<file path="src/rtl/puc_pkg.sv">
package puc_pkg;

    localparam int MAX_WIDTH   = 1024;
    localparam int MAX_HEIGHT  = 1024;
    localparam int KERNEL_SIDE = 4;
    localparam int LINES       = KERNEL_SIDE - 1;
    localparam int TAPS        = KERNEL_SIDE * KERNEL_SIDE;
    localparam int PHASES      = 4;
    localparam int COEF_SLOTS  = PHASES * TAPS;

    localparam int DIM_W    = 11;
    localparam int COL_W    = $clog2(MAX_WIDTH);
    localparam int ROW_W    = $clog2(MAX_HEIGHT);
    localparam int POS_W    = 10;
    localparam int IDX_W    = 6;
    localparam int SMP_W    = 16;
    localparam int OUT_W    = 24;
    localparam int LINE_W   = LINES * SMP_W;
    localparam int IN_TDATA_W  = 40;
    localparam int OUT_TDATA_W = 120;

    localparam logic [DIM_W-1:0] DIM_MIN      = DIM_W'(4);
    localparam logic [DIM_W-1:0] WIDTH_RESET  = DIM_W'(1024);
    localparam logic [DIM_W-1:0] HEIGHT_RESET = DIM_W'(1024);

    localparam logic REG_WIDTH  = 1'b0;
    localparam logic REG_HEIGHT = 1'b1;

    typedef enum logic {
        KIND_COEF   = 1'b0,
        KIND_SAMPLE = 1'b1
    } t_kind;

    typedef struct packed {
        t_kind             kind;
        logic [IDX_W-1:0]  coef_index;
        logic [SMP_W-1:0]  coef_value;
        logic [SMP_W-1:0]  sample;
    } t_item;

    typedef struct packed {
        logic [PHASES-1:0][OUT_W-1:0] sums;
        logic [POS_W-1:0]             window_row;
        logic [POS_W-1:0]             window_col;
        logic                         last_of_frame;
    } t_result;

    typedef struct packed {
        logic             restart;
        logic [DIM_W-1:0] width;
        logic [DIM_W-1:0] height;
    } t_geom;

    function automatic logic [DIM_W-1:0] clamp_dim(input logic [DIM_W-1:0] v,
                                                   input logic [DIM_W-1:0] hi);
        logic [DIM_W-1:0] r;
        r = v;
        if (v < DIM_MIN) begin
            r = DIM_MIN;
        end else if (v > hi) begin
            r = hi;
        end
        return r;
    endfunction

endpackage

</file>
<file path="src/rtl/puc_front.sv">
module puc_front (
    input  logic                              i_clk,
    input  logic                              i_rst_n,
    input  logic                              i_s_axis_tvalid,
    output logic                              o_s_axis_tready,
    // coef_index[5:0], coef_value[21:6], sample[37:22], zero pad
    input  logic [puc_pkg::IN_TDATA_W-1:0]    i_s_axis_tdata,
    // func[0]
    input  logic                              i_s_axis_tuser,
    output logic                              o_valid,
    input  logic                              i_ready,
    output puc_pkg::t_item                    o_item
);
    import puc_pkg::*;

    logic  r_valid;
    t_item r_item;
    t_item n_item;

    assign o_s_axis_tready = !r_valid || i_ready;
    assign o_valid         = r_valid;
    assign o_item          = r_item;

    always_comb begin
        n_item.kind       = i_s_axis_tuser ? KIND_SAMPLE : KIND_COEF;
        n_item.coef_index = i_s_axis_tdata[IDX_W-1:0];
        n_item.coef_value = i_s_axis_tdata[IDX_W+SMP_W-1:IDX_W];
        n_item.sample     = i_s_axis_tdata[IDX_W+2*SMP_W-1:IDX_W+SMP_W];
    end

    always_ff @(posedge i_clk) begin
        if (!i_rst_n) begin
            r_valid <= 1'b0;
        end else if (o_s_axis_tready) begin
            r_valid <= i_s_axis_tvalid;
        end
    end

    always_ff @(posedge i_clk) begin
        if (o_s_axis_tready && i_s_axis_tvalid) begin
            r_item <= n_item;
        end
    end

endmodule

</file>
<file path="config.mk">
export PLATFORM = sky130hd
export DESIGN_NAME = puc_front
export DESIGN_NICKNAME = d
export VERILOG_FILES = /design/src/rtl/puc_pkg.sv /design/src/rtl/puc_front.sv
export SDC_FILE = /design/constraint.sdc
export NUM_CORES = 1
export LEC_CHECK = 0
export BUFFER_PORTS_ARGS = -buffer_cell sky130_fd_sc_hd__buf_2
export CAP_MARGIN = 20
export CORE_ASPECT_RATIO = 1.1
export CORE_MARGIN = 2
export CORE_UTILIZATION = 36
export DETAILED_ROUTE_END_ITERATION = 6
export GPL_TIMING_DRIVEN = 0
export HOLD_SLACK_MARGIN = 0.12
export PLACE_DENSITY = 0.74
export SYNTH_ARGS = -nofsm -noshare
export SYNTH_HDL_FRONTEND = slang
export SYNTH_SLANG_ARGS = --single-unit
</file>
<file path="constraint.sdc">
create_clock -name i_clk -period 1.35 [get_ports i_clk]
set_clock_uncertainty 0.15 [all_clocks]
set_input_delay 0.27 -clock i_clk [delete_from_list [all_inputs] [get_ports i_clk]]
set_output_delay 0.27 -clock i_clk [all_outputs]
set_load 0.03 [all_outputs]
</file>
== Word level (Yosys, flattened, before mapping) ==
Index checks and enable logic that the tools add are counted.
Storage, ports and cells
  bits in read-only memories: 0
  bits of input ports: 45
  bits in registers: 40
  output and inout port bits: 41
  latch bits: 0
  word-level logic and storage cells: 9
  memories kept: 0
  RAM bits: 0
Operators by class
  multiplexer cells: 1
  multiply operators: 0
  div/mod/pow operators: 0
  bitwise gates (word level): 0
  $lt $le $gt $ge: 0
  equal/unequal tests: 0
  $add $sub $neg: 0
  shift-type cells: 0
  reduce and logical (&&, ||, !) cells: 3
Operators by type and width (count)
  $logic_and 1x1->1: 1
  $logic_not 1->1: 1
  $logic_or 1x1->1: 1
  $mux 1: 1

== Longest topological paths before layout ==
  depth in word-level cells: 3
  gate-level depth with buffers: 2
  mapped depth without buffers: 2

== Worst setup path after synthesis ==
No wires, ideal clock.
  kind: register to register
  start: register r_valid, in the netlist o_valid
  end: register r_item, in the netlist o_item[0], enable pin
  path slack: -0.155 ns
  arrival time: 1.004 ns
  library setup time: 0.351 ns
  stages on the path, launching flop included: 3
  data required time: 0.849 ns
  clock period less this slack: 1.505 ns
  cell sequence: dfxtp_1 -> nand2b_4 -> and2_4
On the way
  cells in the longest elaborated chain, start to end: 3
RTL lines
  from (decl): RTL line puc_front.sv:16  | logic r_valid;
  from (signal assigned): RTL line puc_front.sv:35  | r_valid <= i_s_axis_tvalid;
  $logic_not 1->1: RTL line puc_front.sv:20  | assign o_s_axis_tready = !r_valid || i_ready;
  $logic_or 1x1->1: RTL line puc_front.sv:20
  named net o_s_axis_tready: RTL line puc_front.sv:5  | output logic o_s_axis_tready,
  $logic_and 1x1->1: RTL line puc_front.sv:40  | if (o_s_axis_tready && i_s_axis_tvalid) begin
  to (signal assigned): RTL line puc_front.sv:41  | r_item <= n_item;
  to (decl): RTL line puc_front.sv:17  | t_item r_item;
The timed path passes the listed nets, and every way through them passes these cells.
A chain may end at the register's enable or synchronous reset.

== Final worst setup path ==
  start: register r_item, in the netlist o_item[27]
  end: output o_item[27] in the netlist's numbering
RTL lines
  to (decl): RTL line puc_front.sv:12  | output puc_pkg::t_item o_item
No word-level cell between the ends.

==> metrics.txt <==
outcome complete, but fails checks; failing checks negative setup slack; Routed WL 3.575 mm; Post-Place Cells 163; mean number of vias per cell 4.495; fillers 204; Nets 222; die width 59.70 um; fin util 72.20%; CP max stage cell edfxtp_1; H-tree lvl count 2; WL/cell 16.71 um; P&R area growth vs syn 94.09%; die area 3897 um^2; critical path's top delay family flip-flops; Static Leak 1.013 nW; CTS tree done; vias in the first global route 1059; Yosys top cell by area edfxtp_1; Sum Neg Setup Slack -0.007150 ns; Reg-to-Reg Start o_valid; clock tree sinks 40; largest stage delay on the critical path 0.44 ns; first-pass GRT wire length 4.947 mm; crit path time final 1.353 ns; initial antenna violation count 0; antenna viol nets, final 0; Worst-path clk slew 0.13 ns; CTS root buffer clkbuf_4; WHS Endpoint o_valid; total CTS buffers 5; final worst-path cycle share 100.2%; fin. max-slew vios 0; Top Ports 86; Setup WS post-layout -0.003359 ns; Max Clock Freq 738.9 MHz; Synth top area share 95.32%; layout cells sized above 1 53.93%; vias post-DR 962; WP buf/inv 1; Compound-Gate Fraction of Synth Area 0.9165%; R2R Path End o_item[21]; xor and xnor area share after synthesis 0%; R2R cell count 3; Synth Warn # 0; Synth Area in Adders 0%; worst hold margin 0.2010 ns; Startpoint Class flop; Setup crit end kind output port; Worst Path Required 0.93 ns; largest family of logic cells by synthesized area simple AND/OR/NAND/NOR gates; RSZ-0062 raised after global routing yes; worst min path class in -> reg; top cells by area, synth edfxtp_1, dfxtp_1, nand2b_4, a21boi_2, and2_4; Post-Synthesis Cell Area 1229 um^2; Max Cap Viol 0; register area share after synthesis 96.95%; mux contribution to synthesized area 0%; final setup violation count 3; Post-Synth Simple-Gate Area 1.833%; cells after synthesis 44; largest net degree at the start of global routing 21; Arr. time, crit path 0.93 ns; Rel. slew slack 82.09%; antenna cell count 0; hold depth 4; post-synth cell types 6; final number of hold-violating endpoints 0; Worst-Margin Slew 0.2686 ns; pwr/cell area 1068 nW/um^2; Final Wtd Congestion 0.6918; Max VDD drop 1086 uV; drt drc 0; Iteration-0 DRC Markers 24; Port Buffers 83; Pre-antenna DRT Iters 4; Post-Syn Area per Cell 27.92 um^2; Non-Filler Instances 214; critical path class reg -> out; r2r setup slk 0.02 ns; CP max FO 1; Tot GR Track Use 18.10%; CTS max path bufs 2; clock latency on the worst-skew pair 0.33 ns; Initial Util 37.20%; core area 3303 um^2; number of synthesized register bits 40; hold_sp i_ready; die height 65.27 um; overflow left after global routing 0; syn_nets 89; row cnt 22; crit-path cells buf_6
[synth_stat cells, drive strengths merged]
cell and n:
edfxtp 39, a21boi 1, and2 1, dfxtp 1, inv 1, nand2b 1
[state kept, by name (all words and copies together) (netlist names)]
name and count:
o_item 39, o_valid 1
[power by group]
group          leakage (nW)  internal, mW  switching [mW]
combinational         0.598         0.242           0.245
sequential            0.386          1.45          0.0339
clock                0.0284         0.207           0.372
total                  1.01          1.90           0.650
[placed cells by master (no fill, tap or decap), drive strengths merged]
| cell type | n |
|---|---|
| inv | 1 |
| dlygate4sd3 | 41 |
| clkinvlp | 1 |
| dfxtp | 1 |
| clkinv | 1 |
| clkbuf | 6 |
| a21boi | 1 |
| edfxtp | 39 |
| buf | 84 |
| nand2b | 1 |
| and2 | 2 |
[how the worst max path moves through the flow]
stage / from / end / slack [ns] / cells after the start
2_1_floorplan: o_valid / o_item[0] / -0.06 / 2
3_3_place_gp: i_ready / o_item[26] / -0.08 / 3
6_report: o_item[27] / o_item[27] / -0.003 / 1
4_1_cts: o_valid / o_s_axis_tready / -0.01 / 2
3_5_place_dp: i_ready / o_item[18] / -0.13 / 3
5_1_grt: o_item[30] / o_item[30] / -0.05 / 1
[repair_timing]
item	4_1_cts	5_1_grt
setup endpoints to repair	45	54
cloned	1	0
resized for setup	9	88
pin swaps	1	0
buffers inserted	0	1
endpoints found under the hold margin	40	0
hold buffers	41	0
[layout make-up]
type | instances | area, um^2 | share of cell area (%)
repair buffers | 125 | 1041 | 43.65
multi-input cells | 4 | 42.54 | 1.784
flip-flops and latches | 40 | 1195 | 50.11
well taps | 36 | 45.04 | 1.889
inverters | 1 | 3.754 | 0.1574
clock buffers | 6 | 41.29 | 1.731
clock inverters | 2 | 16.27 | 0.6821
[cells by family after synthesis]
kind of cell           after synthesis
buffers and inverters                1
AOI/OAI and AO/OA                    1
and+or+nand+nor                      2
DFF                                 40
[routing by layer]
| layer | vias up | GRT usage, % | routed length (um) |
|---|---|---|---|
| met5 | - | 0 | 0 |
| met4 | 0 | 6.667 | 74 |
| met3 | 8 | 7.874 | 367 |
| met2 | 63 | 31.25 | 1924 |
| met1 | 449 | 19.14 | 1208 |
| li1 | 442 | - | - |
[per-stage QoR]
stage | power [mW] | instance area (um^2) | setup WS (ns)
finish | 2.547 | 2385 | -0.003359
global route | 2.635 | 2385 | -0.05283
CTS | 2.475 | 2195 | -0.01001
detailed placement | 1.803 | 1693 | -0.1281
global placement | 1.793 | 1693 | -0.08029
floorplan | 1.673 | 1232 | -0.06457
(Power assumes the default switching activity.)
