**src/rtl/puc_pkg.sv**
```systemverilog
package puc_pkg;

    localparam int MAX_WIDTH   = 1024;
    localparam int MAX_HEIGHT  = 1024;
    localparam int KERNEL_SIDE = 4;
    localparam int LINES       = KERNEL_SIDE - 1;
    localparam int TAPS        = KERNEL_SIDE * KERNEL_SIDE;
    localparam int PHASES      = 4;
    localparam int COEF_SLOTS  = PHASES * TAPS;

    localparam int DIM_W    = 11;
    localparam int COL_W    = $clog2(MAX_WIDTH);
    localparam int ROW_W    = $clog2(MAX_HEIGHT);
    localparam int POS_W    = 10;
    localparam int IDX_W    = 6;
    localparam int SMP_W    = 16;
    localparam int OUT_W    = 24;
    localparam int LINE_W   = LINES * SMP_W;
    localparam int IN_TDATA_W  = 40;
    localparam int OUT_TDATA_W = 120;

    localparam logic [DIM_W-1:0] DIM_MIN      = DIM_W'(4);
    localparam logic [DIM_W-1:0] WIDTH_RESET  = DIM_W'(1024);
    localparam logic [DIM_W-1:0] HEIGHT_RESET = DIM_W'(1024);

    localparam logic REG_WIDTH  = 1'b0;
    localparam logic REG_HEIGHT = 1'b1;

    typedef enum logic {
        KIND_COEF   = 1'b0,
        KIND_SAMPLE = 1'b1
    } t_kind;

    typedef struct packed {
        t_kind             kind;
        logic [IDX_W-1:0]  coef_index;
        logic [SMP_W-1:0]  coef_value;
        logic [SMP_W-1:0]  sample;
    } t_item;

    typedef struct packed {
        logic [PHASES-1:0][OUT_W-1:0] sums;
        logic [POS_W-1:0]             window_row;
        logic [POS_W-1:0]             window_col;
        logic                         last_of_frame;
    } t_result;

    typedef struct packed {
        logic             restart;
        logic [DIM_W-1:0] width;
        logic [DIM_W-1:0] height;
    } t_geom;

    function automatic logic [DIM_W-1:0] clamp_dim(input logic [DIM_W-1:0] v,
                                                   input logic [DIM_W-1:0] hi);
        logic [DIM_W-1:0] r;
        r = v;
        if (v < DIM_MIN) begin
            r = DIM_MIN;
        end else if (v > hi) begin
            r = hi;
        end
        return r;
    endfunction

endpackage

```
**src/rtl/puc_queue.sv**
```systemverilog
module puc_queue (
    input  logic           i_clk,
    input  logic           i_rst_n,
    input  logic           i_push,
    output logic           o_ready,
    input  puc_pkg::t_item i_item,
    input  logic           i_pop,
    output logic           o_valid,
    output puc_pkg::t_item o_item
);
    import puc_pkg::*;

    localparam int DEPTH = 4;
    localparam int PTR_W = $clog2(DEPTH);

    t_item              r_mem [DEPTH];
    logic [PTR_W-1:0]   r_wr;
    logic [PTR_W-1:0]   r_rd;
    logic [PTR_W:0]     r_count;
    logic               do_push;
    logic               do_pop;

    assign o_ready = r_count != (PTR_W+1)'(DEPTH);
    assign o_valid = r_count != '0;
    assign o_item  = r_mem[r_rd];
    assign do_push = i_push && o_ready;
    assign do_pop  = i_pop && o_valid;

    always_ff @(posedge i_clk) begin
        if (!i_rst_n) begin
            r_wr    <= '0;
            r_rd    <= '0;
            r_count <= '0;
        end else begin
            if (do_push) begin
                r_wr <= r_wr + 1'b1;
            end
            if (do_pop) begin
                r_rd <= r_rd + 1'b1;
            end
            if (do_push && !do_pop) begin
                r_count <= r_count + 1'b1;
            end else if (do_pop && !do_push) begin
                r_count <= r_count - 1'b1;
            end
        end
    end

    always_ff @(posedge i_clk) begin
        if (do_push) begin
            r_mem[r_wr] <= i_item;
        end
    end

endmodule

```
**config.mk**
```make
export PLATFORM = sky130hd
export DESIGN_NAME = puc_queue
export DESIGN_NICKNAME = d
export VERILOG_FILES = /design/src/rtl/puc_pkg.sv /design/src/rtl/puc_queue.sv
export SDC_FILE = /design/constraint.sdc
export NUM_CORES = 1
export LEC_CHECK = 0
export CAP_MARGIN = 20
export CORE_AREA = 2 2 132 134
export DETAILED_ROUTE_END_ITERATION = 10
export DIE_AREA = 0 0 134 136
export DONT_BUFFER_PORTS = 1
export PLACE_DENSITY = 0.55
export SETUP_SLACK_MARGIN = 0.4
export SLEW_MARGIN = 40
export SYNTH_ARGS = -nofsm -noshare
export SYNTH_HDL_FRONTEND = slang
export SYNTH_SLANG_ARGS = --single-unit
```
**constraint.sdc**
```tcl
create_clock -name i_clk -period 7.08 [get_ports i_clk]
set_clock_uncertainty 0.2 [all_clocks]
set_input_delay 0 -clock i_clk [delete_from_list [all_inputs] [get_ports i_clk]]
set_output_delay 0 -clock i_clk [all_outputs]
set_load 0.01 [all_outputs]
```
# == After elaboration in Yosys (flattened, before gate mapping) ==
# Memories as Yosys holds them, arrays and structs flattened. A register that Yosys moved wholly into a read port is not among the register bits.
# Cells that the tools add are included.
# totals
register_bits,7
latchBits,0
ram_bits,156
romBits,0
input_bits,43
output_inout_bits,41
wordCells,23
n_memories,1
# mem_list
memory,words,word_bits,rd,rd_ports_with_merged_regs,write_ports,line,text
r_mem,4,39,1,1,1,puc_queue.sv:16,t_item r_mem [DEPTH];
# classes
addsub,4
mul,0
n_div,0
order_cmp,0
eq_ne,1
shifts,0
muxes,6
bitwise_logic,0
reduce_logical,8
# ops
op,n
$mux 3,2
$add 2x1->2 const B,2
$logic_and 1x1->1,4
$mux 2,2
$add 3x1->3 const B,1
$ne 3x3->1 const B,1
$reduce_bool 3->1,1
$sub 3x1->3 const B,1
$logic_not 1->1,2
$mux 1,2
$reduce_bool 2->1,1

# == Depth between registers and ports, before layout ==
# Gate-level depths: netlist of run 1.
# logic_depth
ltp_word,6
ltp_mapped,8
depth_no_buf,8

# == Worst setup path before layout of run 1 ==
# Ideal clock, no wire load.
# synth_timing
kind,register -> register
startpoint,reg r_count[0]
endpoint,mem r_mem[0][0] (netlist name) (enable)
setup_time_ns,0.400
arrival_time_ns,1.788
required_time_ns,6.480
path_slack_ns,4.692
stages_incl_launch_ff,4
n_path_buf,0
synth_period_minus_slack_ns,2.388
cell_sequence,dfxtp_1 nor2_1 a21boi_2 and2_1
# synth_via
elab_chain_len,4
# synth_lines
item,line,text
"start, declared",puc_queue.sv:19,logic [PTR_W:0] r_count;
"start signal, assigned",puc_queue.sv:42,r_count <= r_count + 1'b1;
"start signal, assigned",puc_queue.sv:44,r_count <= r_count - 1'b1;
$ne 3x3->1,puc_queue.sv:23,assign o_ready = r_count != (PTR_W+1)'(DEPTH);
$logic_and 1x1->1,puc_queue.sv:26,assign do_push = i_push && o_ready;
via do_push,puc_queue.sv:20,logic do_push;
$mux 1,puc_queue.sv:50,if (do_push) begin
$mux 1 (implied by the code),puc_queue.sv:51,r_mem[r_wr] <= i_item;
"end, declared",puc_queue.sv:16,
# The timed path passes the listed nets, and every way through them passes these cells.

# == Worst setup path in the final report of run 1 ==
# layout_timing
startpoint,reg r_count[0]
endpoint,reg r_count[2]
# layout_via
elab_chain_len,5
word_cells_on_any_way,13
classes_between,add/sub: 2; eq/ne: 1; mux: 2; reduce/logical: 8
# layout_lines
item,line,text
$ne 3x3->1 (*),puc_queue.sv:23,
$logic_and 1x1->1 (*),puc_queue.sv:26,
via do_push,puc_queue.sv:20,
$logic_not 1->1,puc_queue.sv:43,end else if (do_pop && !do_push) begin
$logic_and 1x1->1,puc_queue.sv:43,
$reduce_bool 2->1 (no line),--,
# The timed path passes the listed nets; every way through them passes the cells marked *. The select of a mux whose other input is x is not followed.
# A chain may end at the register's enable or synchronous reset.

==> results of run 1 <==
==> registers in the layout (all words and copies together), names as in the netlist, named ones only <==
signal   count
r_mem      156
r_count      3
r_rd         2
r_wr         2
==> power breakdown <==
part	leakage (nW)	switching, mW	internal [mW]
Sequential	1.51	0.0760	1.19
Clock	0.311	0.351	0.624
Combinational	0.535	0.254	0.238
Total	2.35	0.680	2.05
==> cell type report <==
cell class | instances | area, um2
Fill cell | 1440 | 9450
Multi-Input combinational cell | 74 | 1170
Sequential cell | 165 | 4870
Clock inverter | 14 | 206
Timing Repair Buffer | 44 | 450
Inverter | 3 | 11.3
Antenna cell | 1 | 2.50
Clock buffer | 18 | 429
Tap cell | 225 | 282
==> through the flow <==
stage	hold slack, ns	util (%)	area (um2)	power (mW)	cells
2_1_floorplan	-0.101	-	6100	1.65	251
5_1_grt	0.0952	44.0	7430	2.84	544
6_report	0.0958	44.0	7430	2.73	544
3_3_place_gp	-0.101	37.5	6330	1.74	467
3_5_place_dp	-0.101	37.7	6360	1.77	468
4_1_cts	0.0825	44.0	7420	2.77	543
==> worst max-delay path: stages (launching register included) <==
cell and delay (ns):
sky130_fd_sc_hd__dfxtp_1 0.45, sky130_fd_sc_hd__nor2_1 0.11, sky130_fd_sc_hd__a21boi_2 0.36, sky130_fd_sc_hd__ha_1 0.25, sky130_fd_sc_hd__inv_1 0.06, sky130_fd_sc_hd__fa_1 0.37, sky130_fd_sc_hd__xor2_1 0.18, sky130_fd_sc_hd__or3_1 0.30
sky130_fd_sc_hd__a21boi_0 0.16
==> cells in the final DEF, fill, tap and decap left out, types with 2 or more instances in the layout <==
cell type	count
sky130_fd_sc_hd__and2_1	4
sky130_fd_sc_hd__and2_4	4
sky130_fd_sc_hd__bufinv_16	5
sky130_fd_sc_hd__clkbuf_16	17
sky130_fd_sc_hd__clkinv_1	3
sky130_fd_sc_hd__clkinv_2	2
sky130_fd_sc_hd__clkinv_4	2
sky130_fd_sc_hd__dfxtp_1	7
sky130_fd_sc_hd__dfxtp_4	2
sky130_fd_sc_hd__dlygate4sd3_1	43
sky130_fd_sc_hd__edfxtp_1	156
sky130_fd_sc_hd__ha_1	5
sky130_fd_sc_hd__inv_1	3
sky130_fd_sc_hd__inv_6	2
sky130_fd_sc_hd__mux2i_1	3
sky130_fd_sc_hd__mux4_2	39
sky130_fd_sc_hd__nand2_1	5
sky130_fd_sc_hd__or3_1	2
sky130_fd_sc_hd__xnor2_1	3
==> path summary, 6_finish.rpt <==
check | endpoint | slack [ns] | cells after the start
worst max-delay path | r_count[2] | 4.57 | 8
worst min-delay path | r_mem[2][13] | 0.1 | 1
worst max register to register | r_count[2] | 4.57 | 8
worst min register to register | r_wr[0] | 0.31 | 2
==> kinds of logic (layout without fill, tap and decap cells) <==
family	after synthesis	after routing	synth area share, %
other	0	1	0
adders and majority gates	6	6	1.35
xor gates and xnor gates	4	4	0.575
muxes	42	42	14.9
DFF	165	165	79.8
and+or+nand+nor	17	17	1.50
AOI/OAI and AO/OA	5	5	0.739
buffers and inverters	12	79	1.15
==> layer usage <==
layer,GRT usage (%),share of wire [%],vias up
met5,0,0,-
met4,5.67,1.6,0
met3,5.18,7.1,17
met2,20.5,50,69
met1,14.3,42,1358
li1,-,-,1165
==> what timing repair did <==
| item | 4_1_cts | 5_1_grt |
|---|---|---|
| hold buffers | 43 | 0 |
| setup endpoints to repair | 0 | 0 |
| endpoints found under the hold margin | 165 | 0 |
| gates resized for setup | 0 | 0 |
==> metrics.csv, run 1 <==
stage,metric,value,unit
timing,maxClockFrequency,398,MHz
setup_path,worstSetupEndpointType,flop,
pwr,powerDensity,368,nW/um2
logic_synthesis,synth_most_common_cell,sky130_fd_sc_hd__edfxtp_1,
setup_path,criticalPathCategory,flop to flop,
detailed_routing,drtPass1Iterations,4,
logic_synthesis,synth_enable_flop_cells,156,
timing,fin_max_slew_vios,0,
pwr,static-leakage-power,2.35,nW
logic_synthesis,synth_largest_type_area_fraction,76.8,%
clock_tree,cts_post_setup_buffers_inserted,0,
floorplanning,placementRows,48,
timing,timing.final.crit_share,35.5,%
grt,pin_count_of_the_biggest_net_entering_global_routing,40,
detailed_routing,ant_nets,0,
clock_tree,cts.sink_count,165,
detailed_routing,number_of_drc_violations_after_detailed_routing,0,
clock_tree,cts_inserted_buffers,17,
pwr,vdd_drop_max,0.000198,V
clock_tree,cts.root.buffer_cell,sky130_fd_sc_hd__clkbuf_16,
clock_tree,cts_tree,done,
logic_synthesis,synth_area_leader_cell,sky130_fd_sc_hd__edfxtp_1,
logic_synthesis,ys_warn_count,0,
setup_path,cp-startpoint,r_count[0],
clock_tree,cts-root-to-sink-buffers,2,
placement,dp_hpwl,6230,um
logic_synthesis,flops_latches_synth,165,
logic_synthesis,postSynthCellCount,251,
logic_synthesis,syn_area_per_cell,24.3,um2
logic_synthesis,syn_nets,300,
setup_path,startpoint_type,flop,
floorplanning,io-pin-count,84,
clock_tree,cts_max_level,4,
logic_synthesis,ys_top_cells_by_area,"sky130_fd_sc_hd__edfxtp_1, sky130_fd_sc_hd__mux4_2, sky130_fd_sc_hd__dfxtp_1, sky130_fd_sc_hd__ha_1, sky130_fd_sc_hd__and2_1",
floorplanning,start_util,36.1,%
floorplanning,die_h,136,um
grt,grt_pass1_vias,2842,
timing,finalSetupViolCount,0,
finish,synthToLayoutAreaGrowth,21.8,%
detailed_routing,dr.first_iter.drc_count,123,
timing,finalWorstPathRequiredPeriod,2.51,ns
worst_hold_path,start_point_of_the_worst_hold_path,i_item[13],
logic_synthesis,synth.yosys.seq_area_share,79.8,%
timing,max_slew_margin,58.2,%
setup_path,required,7.23,ns
detailed_routing,route.detailed.wl_per_inst,19.5,um
grt,antenna_found_initial,1,
logic_synthesis,yosys.cell_types.count,23,
timing,finalSetupTns,0,ns
setup_path,worstPathArrival,2.66,ns
timing,worstMarginPinSlew,0.627,ns
logic_synthesis,synth_flop_type,sky130_fd_sc_hd__edfxtp_1,
detailed_routing,avgViaCountPerCell,4.80,
floorplanning,floorplan.core_area,16900,um2
detailed_routing,vias,2609,
placement,buffer_ports.inserted,0,
logic_synthesis,synth_commonest_cells,"sky130_fd_sc_hd__edfxtp_1, sky130_fd_sc_hd__mux4_2, sky130_fd_sc_hd__dfxtp_1",
clock_tree,post_cts_clock_slew_at_the_launch_and_capture_registers_of_the_worst_setup_and_hold_paths,0.06,ns
grt,track_usage,12.4,%
clock_tree,clk_latency,0.42,ns
setup_path,critical_path.reg2reg.startpoint,r_count[0],
logic_synthesis,synth-async-reset-ratio,0,%
run_status,result_of_the_run,finished clean,
timing,timing.final.hold_violations,0,
finish,design.final.nets,354,
placement,globalplace.congestion,0.682,
finish,post_route_cells_drive_above_1_share,23.9,%
logic_synthesis,syn-cell-area,6100,um2
placement,place_ws,4.58,ns
worst_hold_path,min-delay-path-class,primary input to flop,
grt,overflow,0,
floorplanning,dieArea,18200,um2
floorplanning,die_w,134,um
detailed_routing,drt-total-wl,10600,um
setup_path,cp_max_fo,7,
grt,grt_first_pass_wirelength,16200,um
timing,setup_repair_after_global_routing_missed_its_margin,no,
timing,setup_slack_after_layout,4.57,ns
flow_run,timing.max_cap.violations,0,
(Power assumes the default switching activity.)
==> inputs of run 2 (changes only) <==
--- a/config.mk
+++ b/config.mk
@@ -10,7 +10,7 @@
 export DETAILED_ROUTE_END_ITERATION = 10
 export DIE_AREA = 0 0 134 136
 export DONT_BUFFER_PORTS = 1
-export PLACE_DENSITY = 0.55
+export PLACE_DENSITY = 0.57
 export SETUP_SLACK_MARGIN = 0.4
 export SLEW_MARGIN = 40
 export SYNTH_ARGS = -nofsm -noshare
==> constraint.sdc (replaced) <==
create_clock -name i_clk -period 2 [get_ports i_clk]
set_clock_uncertainty 0.2 [all_clocks]
set_input_delay 0 -clock i_clk [delete_from_list [all_inputs] [get_ports i_clk]]
set_output_delay 0 -clock i_clk [all_outputs]
set_load 0.01 [all_outputs]
==> run 2 against run 1 <==
Effect of this change:
- the flow now finishes with violations (hold timing, setup timing)
- maximum frequency increased by 23%
- routed wire length grew 19%
- sequential share of layout area down 9.0 points
- largest cell class unchanged
- largest power group unchanged
- total power rose to 4.1 times the previous value
- highest routed layer unchanged
==> metrics.csv, run 2 (same netlist as run 1, synthesis figures left out) <==
stage,metric,value,unit
timing,setup_repair_after_global_routing_missed_its_margin,yes,
floorplanning,start_util,36.1,%
detailed_routing,ant_nets,0,
finish,diodes,0,
floorplanning,die_w,134,um
finish,reg_with_most_ffs,r_mem,
run_status,result_of_the_run,"finished, violations left",
setup_path,criticalPathCategory,flop to flop,
timing,worstMarginPinSlew,0.328,ns
floorplanning,dieArea,18200,um2
finish,leading_cell_type_in_the_layout_fill_and_taps_excluded,sky130_fd_sc_hd__edfxtp_1,
timing,finalSetupViolCount,1,
placement,globalplace.congestion,0.721,
timing,setup_slack_after_layout,-0.0468,ns
placement,place_inst,484,
detailed_routing,drtPass1Iterations,6,
finish,post_route_cells_drive_above_1_share,38.6,%
floorplanning,floorplan.core_area,16900,um2
pwr,vdd_drop_max,0.000612,V
finish,instances_no_fill,601,
timing,max_slew_margin,77.8,%
finish,fillers,1349,
clock_tree,cts_inserted_buffers,17,
setup_path,worstSetupEndpointType,flop,
grt,track_usage,15.0,%
timing,finalWorstPathRequiredPeriod,2.05,ns
grt,overflow,0,
pwr,powerDensity,1290,nW/um2
finish,largest_register_ff_count,156,
timing,finalSetupTns,-0.0468,ns
clock_tree,post_cts_clock_slew_at_the_launch_and_capture_registers_of_the_worst_setup_and_hold_paths,0.06,ns
placement,dp_hpwl,6450,um
finish,mostFrequentLayoutCells,"sky130_fd_sc_hd__edfxtp_1, sky130_fd_sc_hd__dlygate4sd3_1, sky130_fd_sc_hd__mux4_2",
timing,maxClockFrequency,489,MHz
setup_path,slowest_delay,0.36,ns
worst_hold_path,min-delay-path-class,primary input to flop,
clock_tree,cts.root.buffer_cell,sky130_fd_sc_hd__clkbuf_16,
floorplanning,die_h,136,um
timing,timing.final.crit_share,102,%
detailed_routing,drt-total-wl,12700,um
clock_tree,holdBufCountCts,42,
clock_tree,clk_latency,0.42,ns
setup_path,startpoint_type,flop,
run_status,violations,"hold timing, setup timing",
floorplanning,placementRows,48,
grt,antenna_found_initial,0,
placement,buffer_ports.inserted,0,
finish,multi_input_area,1210,um2
clock_tree,cts-root-to-sink-buffers,2,
floorplanning,io-pin-count,84,
detailed_routing,dr.first_iter.drc_count,179,
detailed_routing,vias,2889,
finish,design.final.nets,413,
setup_path,critical_path.cell_chain,"o31ai_4, ha_4, inv_2, fa_2, xor2_1, or3_1, a21boi_1",
clock_tree,cts_tree,done,
clock_tree,cts.sink_count,165,
setup_path,worstPathArrival,2.20,ns
timing,fin_max_slew_vios,0,
grt,grt_pass1_vias,3157,
timing,timing.final.hold_violations,8,
setup_path,rrSetupSlack,-0.05,ns
finish,synthToLayoutAreaGrowth,41.3,%
grt,grt_first_pass_wirelength,19000,um
setup_path,required,2.15,ns
detailed_routing,avgViaCountPerCell,4.81,
grt,pin_count_of_the_biggest_net_entering_global_routing,40,
detailed_routing,route.detailed.wl_per_inst,21.1,um
detailed_routing,number_of_drc_violations_after_detailed_routing,0,
finish,final-seq-area,4880,um2
timing,hold_slack,-0.494,ns
clock_tree,cts_max_level,4,
finish,layout_top_registers,"r_mem (156), r_count (3)",
flow_run,timing.max_cap.violations,0,
setup_path,cp_slowest_cell,sky130_fd_sc_hd__dfxtp_4,
pwr,static-leakage-power,2.87,nW
setup_path,cp_max_fo,3,
[run 2: cell types whose count changed in the layout (fill, tap and decap cells not counted), moves of 2 or more]
cell	change
sky130_fd_sc_hd__buf_12	+19
sky130_fd_sc_hd__buf_16	+19
sky130_fd_sc_hd__buf_6	+12
sky130_fd_sc_hd__buf_4	+9
sky130_fd_sc_hd__clkinv_1	-3
sky130_fd_sc_hd__clkinvlp_4	+2
sky130_fd_sc_hd__dfxtp_1	-2
[run 2: worst paths after layout]
check             startpoint         end  cells after the start
setup / recovery  r_count[1]  r_count[2]                      7
setup reg to reg  r_count[1]  r_count[2]                      7
hold / removal       i_rst_n  r_count[0]                      1
hold reg to reg      r_rd[1]        flop                      2
[run 2: area by class of cell]
class | count | share of cell area, %
Timing Repair Buffer | 103 | 18.1
Clock inverter | 14 | 2.86
Sequential cell | 165 | 56.6
Inverter | 3 | 0.131
Clock buffer | 17 | 4.94
Multi-Input combinational cell | 74 | 14.1
Tap cell | 225 | 3.27
[run 2: metrics by stage]
step / cell area, um2 / power [mW] / setup slack, ns / util [%] / hold slack [ns]
floorplan: 6150 / 5.91 / -0.0286 / - / -0.101
global placement: 6610 / 6.45 / -0.0152 / 39.2 / -0.101
detailed placement: 6610 / 6.49 / -0.0669 / 39.2 / -0.101
CTS: 8550 / 11.2 / -0.0556 / 50.6 / -0.512
global route: 8610 / 11.6 / -0.129 / 51.0 / -0.510
finish: 8610 / 11.1 / -0.0468 / 51.0 / -0.494
[run 2: timing repair]
item,4_1_cts,5_1_grt
resized for setup,43,0
hold endpoints to repair,165,8
cloned,18,0
endpoints found under the setup margin,197,198
setup buffers,22,4
pin swaps,8,4
[run 2: power by group]
part,internal (mW),total [mW],switching (mW)
Combinational,1.76,3.09,1.33
Clock,2.35,3.67,1.32
Sequential,4.21,4.34,0.131
Total,8.32,11.1,2.78
[run 2: layer usage]
layer  wire (um)  GRT usage (%)  vias up
li1            -              -     1292
met1        5600           19.3     1518
met5           0              0        -
met2        6380           24.0       66
met4         166           5.50        0
met3         541           4.62       13
[run 2: worst max-delay path, delay by kind of cell (launching register included)]
family | cells | cell delay, ns
flip-flops | 1 | 0.36
adder cells (fa/ha/maj) | 2 | 0.51
buffers and inverters | 1 | 0.04
AO/OA/AOI/OAI | 2 | 0.42
XOR/XNOR | 1 | 0.15
AND/OR/NAND/NOR | 1 | 0.31
==> inputs of run 3 (changes only) <==
--- a/config.mk
+++ b/config.mk
@@ -5,10 +5,11 @@
 export SDC_FILE = /design/constraint.sdc
 export NUM_CORES = 1
 export LEC_CHECK = 0
+export ABC_AREA = 1
 export CAP_MARGIN = 20
-export CORE_AREA = 2 2 132 134
+export CORE_AREA = 2 2 134 136
 export DETAILED_ROUTE_END_ITERATION = 10
-export DIE_AREA = 0 0 134 136
+export DIE_AREA = 0 0 136 138
 export DONT_BUFFER_PORTS = 1
 export PLACE_DENSITY = 0.57
 export SETUP_SLACK_MARGIN = 0.4
==> run 3 against run 2 <==
Effect of this change:
- the flow finishes with violations (hold timing)
- first-iteration DRC count is 77% higher
- sequential cell count stayed put
- clock power is 16% lower
- critical path depth is 2 higher
- cell area is 21% higher
- non-clock buffer count is 33 higher
==> metrics.csv, run 3 <==
stage,metric,value,unit
clock_tree,cts_tree,done,
floorplanning,dieArea,18800,um2
detailed_routing,drt-total-wl,19200,um
floorplanning,placementRows,49,
worst_hold_path,start_point_of_the_worst_hold_path,i_pop,
setup_path,rrSetupSlack,0.09,ns
detailed_routing,avgViaCountPerCell,5.20,
clock_tree,cts-root-to-sink-buffers,2,
floorplanning,floorplan.core_area,17500,um2
setup_path,critical_path.reg2reg.startpoint,r_count[0],
detailed_routing,ant_nets,0,
clock_tree,cts_inserted_buffers,17,
finish,design.final.nets,627,
finish,final_core_utilization,59.5,%
setup_path,worstPathArrival,2.03,ns
floorplanning,io-pin-count,84,
finish,final-seq-area,4880,um2
placement,place_inst,666,
logic_synthesis,synth_area_leader_cell,sky130_fd_sc_hd__edfxtp_1,
finish,synthToLayoutAreaGrowth,66.6,%
finish,fillers,1297,
finish,post_route_cells_drive_above_1_share,50.8,%
clock_tree,cts.root.buffer_cell,sky130_fd_sc_hd__clkbuf_16,
setup_path,reg2reg_depth,9,
finish,leading_cell_type_in_the_layout_fill_and_taps_excluded,sky130_fd_sc_hd__edfxtp_1,
timing,hold_slack,-0.412,ns
grt,antenna_found_initial,1,
finish,layout_top_registers,"r_mem (156), r_count (3)",
clock_tree,cts.sink_count,165,
worst_hold_path,min-delay-path-class,primary input to flop,
clock_tree,cts_max_level,4,
floorplanning,start_util,35.7,%
finish,instances_no_fill,821,
setup_path,required,2.11,ns
logic_synthesis,flops_latches_synth,165,
timing,worstMarginPinSlew,0.310,ns
pwr,vdd_drop_max,0.000756,V
logic_synthesis,synth_commonest_cells,"sky130_fd_sc_hd__edfxtp_1, sky130_fd_sc_hd__nor2_1, sky130_fd_sc_hd__o21ai_0",
logic_synthesis,synth_largest_type_area_fraction,74.7,%
detailed_routing,route.detailed.wl_per_inst,23.4,um
timing,max_slew_margin,79.3,%
pwr,static-leakage-power,3.50,nW
finish,multi_input_area,2420,um2
logic_synthesis,synth.yosys.seq_area_share,77.6,%
detailed_routing,number_of_drc_violations_after_detailed_routing,0,
logic_synthesis,synth-async-reset-ratio,0,%
logic_synthesis,yosys.cell_types.count,22,
timing,finalSetupTns,0,ns
setup_path,startpoint_type,flop,
finish,reg_with_most_ffs,r_mem,
logic_synthesis,syn_area_per_cell,14.1,um2
logic_synthesis,synth_enable_flop_cells,156,
timing,setup_repair_after_global_routing_missed_its_margin,yes,
setup_path,cp_max_fo,4,
logic_synthesis,synth_flop_type,sky130_fd_sc_hd__edfxtp_1,
clock_tree,post_cts_clock_slew_at_the_launch_and_capture_registers_of_the_worst_setup_and_hold_paths,0.06,ns
placement,globalplace.congestion,0.741,
detailed_routing,vias,4268,
setup_path,criticalPathCategory,flop to flop,
logic_synthesis,postSynthCellCount,446,
floorplanning,die_w,136,um
timing,maxClockFrequency,522,MHz
worst_hold_path,hold-path-endpoint,r_rd[0],
flow_run,timing.max_cap.violations,0,
run_status,violations,hold timing,
setup_path,worstSetupEndpointType,flop,
setup_path,slowest_delay,0.42,ns
placement,buffer_ports.inserted,0,
logic_synthesis,synth_most_common_cell,sky130_fd_sc_hd__edfxtp_1,
setup_path,worstReg2RegEnd,r_count[1],
finish,mostFrequentLayoutCells,"sky130_fd_sc_hd__edfxtp_1, sky130_fd_sc_hd__dlygate4sd3_1, sky130_fd_sc_hd__nor2_4",
pwr,powerDensity,1250,nW/um2
grt,overflow,0,
worst_hold_path,whs_path_depth,2,
timing,finalSetupViolCount,0,
logic_synthesis,ys_warn_count,0,
grt,track_usage,19.3,%
run_status,result_of_the_run,"finished, violations left",
logic_synthesis,syn_nets,495,
grt,pin_count_of_the_biggest_net_entering_global_routing,25,
setup_path,critical_path.cell_chain,"nor2_4, nand2_4, nand2_8, inv_6, ha_4, inv_2, fa_2, o21ai_1, nor2_1",
clock_tree,clk_latency,0.42,ns
grt,grt_pass1_vias,4229,
grt,grt_first_pass_wirelength,26200,um
logic_synthesis,syn-cell-area,6270,um2
detailed_routing,drtPass1Iterations,4,
timing,timing.final.hold_violations,7,
detailed_routing,dr.first_iter.drc_count,317,
timing,timing.final.crit_share,95.7,%
logic_synthesis,ys_top_cells_by_area,"sky130_fd_sc_hd__edfxtp_1, sky130_fd_sc_hd__o21ai_0, sky130_fd_sc_hd__nor2_1, sky130_fd_sc_hd__o22ai_1, sky130_fd_sc_hd__dfxtp_1",
setup_path,cp_slowest_cell,sky130_fd_sc_hd__fa_2,
floorplanning,die_h,138,um
finish,largest_register_ff_count,156,
timing,finalWorstPathRequiredPeriod,1.91,ns
timing,fin_max_slew_vios,0,
placement,dp_hpwl,7950,um
run 3: area by class of cell:
type | count | share of cell area (%)
antenna | 1 | 0.0240
clock buffer | 21 | 4.41
clock inverter | 11 | 0.971
inverter | 16 | 0.923
multi-input combinational | 240 | 23.2
sequential | 165 | 46.7
tap | 229 | 2.74
timing repair buffer | 136 | 20.7
timing repair inverter | 2 | 0.264
run 3: metrics by stage:
step	total power, mW	setup WS, ns	cell area (um2)
floorplan	5.91	0.170	6360
global placement	6.44	0.126	6690
detailed placement	6.52	0.0762	6690
CTS	12.2	0.138	9490
global route	13.5	0.0345	10400
finish	13.0	0.0856	10400
run 3: worst max-delay path by stage:
stage / to / cells after the start / start / slack [ns]
after global placement: r_count[1] / 9 / r_count[0] / 0.13
after detailed placement: r_count[1] / 9 / r_count[0] / 0.08
after CTS: r_count[1] / 9 / r_count[1] / 0.14
final: r_count[1] / 9 / r_count[0] / 0.09
after global routing: r_count[2] / 11 / r_count[0] / 0.03
after floorplan: r_count[1] / 9 / r_count[0] / 0.17
run 3: worst max-delay path, delay by kind of cell, from the launching register on:
family	cells	cell delay [ns]
buffers and inverters	2	0.09
AO/OA/AOI/OAI	1	0.15
adder cells (fa/ha/maj)	2	0.57
AND/OR/NAND/NOR	4	0.44
flip-flops	1	0.36
run 3: routing by layer:
layer / global-route usage [%] / vias to the layer above / share of wire (%)
li1: - / 1927 / -
met1: 23.5 / 2175 / 40
met2: 32.5 / 142 / 52
met3: 6.34 / 24 / 6.4
met4: 6.14 / 0 / 1.5
met5: 0 / - / 0
run 3: kinds of logic (layout without fill, tap and decap cells):
kind of cell / Yosys count / count (layout) / share of synthesized area (%)
AO/OA/AOI/OAI: 121 / 121 / 10.4
XOR/XNOR: 1 / 1 / 0.140
adder cells (fa/ha/maj): 6 / 6 / 1.32
buffers and inverters: 41 / 186 / 3.63
flip-flops: 165 / 165 / 77.6
other: 0 / 1 / 0
AND/OR/NAND/NOR: 112 / 112 / 6.85
run 3: what timing repair did:
action,CTS,global route
hold buffers,40,1
pin swaps,63,30
buffers inserted,31,14
endpoints found under the hold margin,181,21
cloned,22,14
endpoints found under the setup margin,91,198
gates resized for setup,286,108
run 3: report_power, final:
part / internal [mW] / switching, mW
sequential: 4.22 / 0.201
clock: 1.78 / 1.30
combinational: 2.66 / 2.87
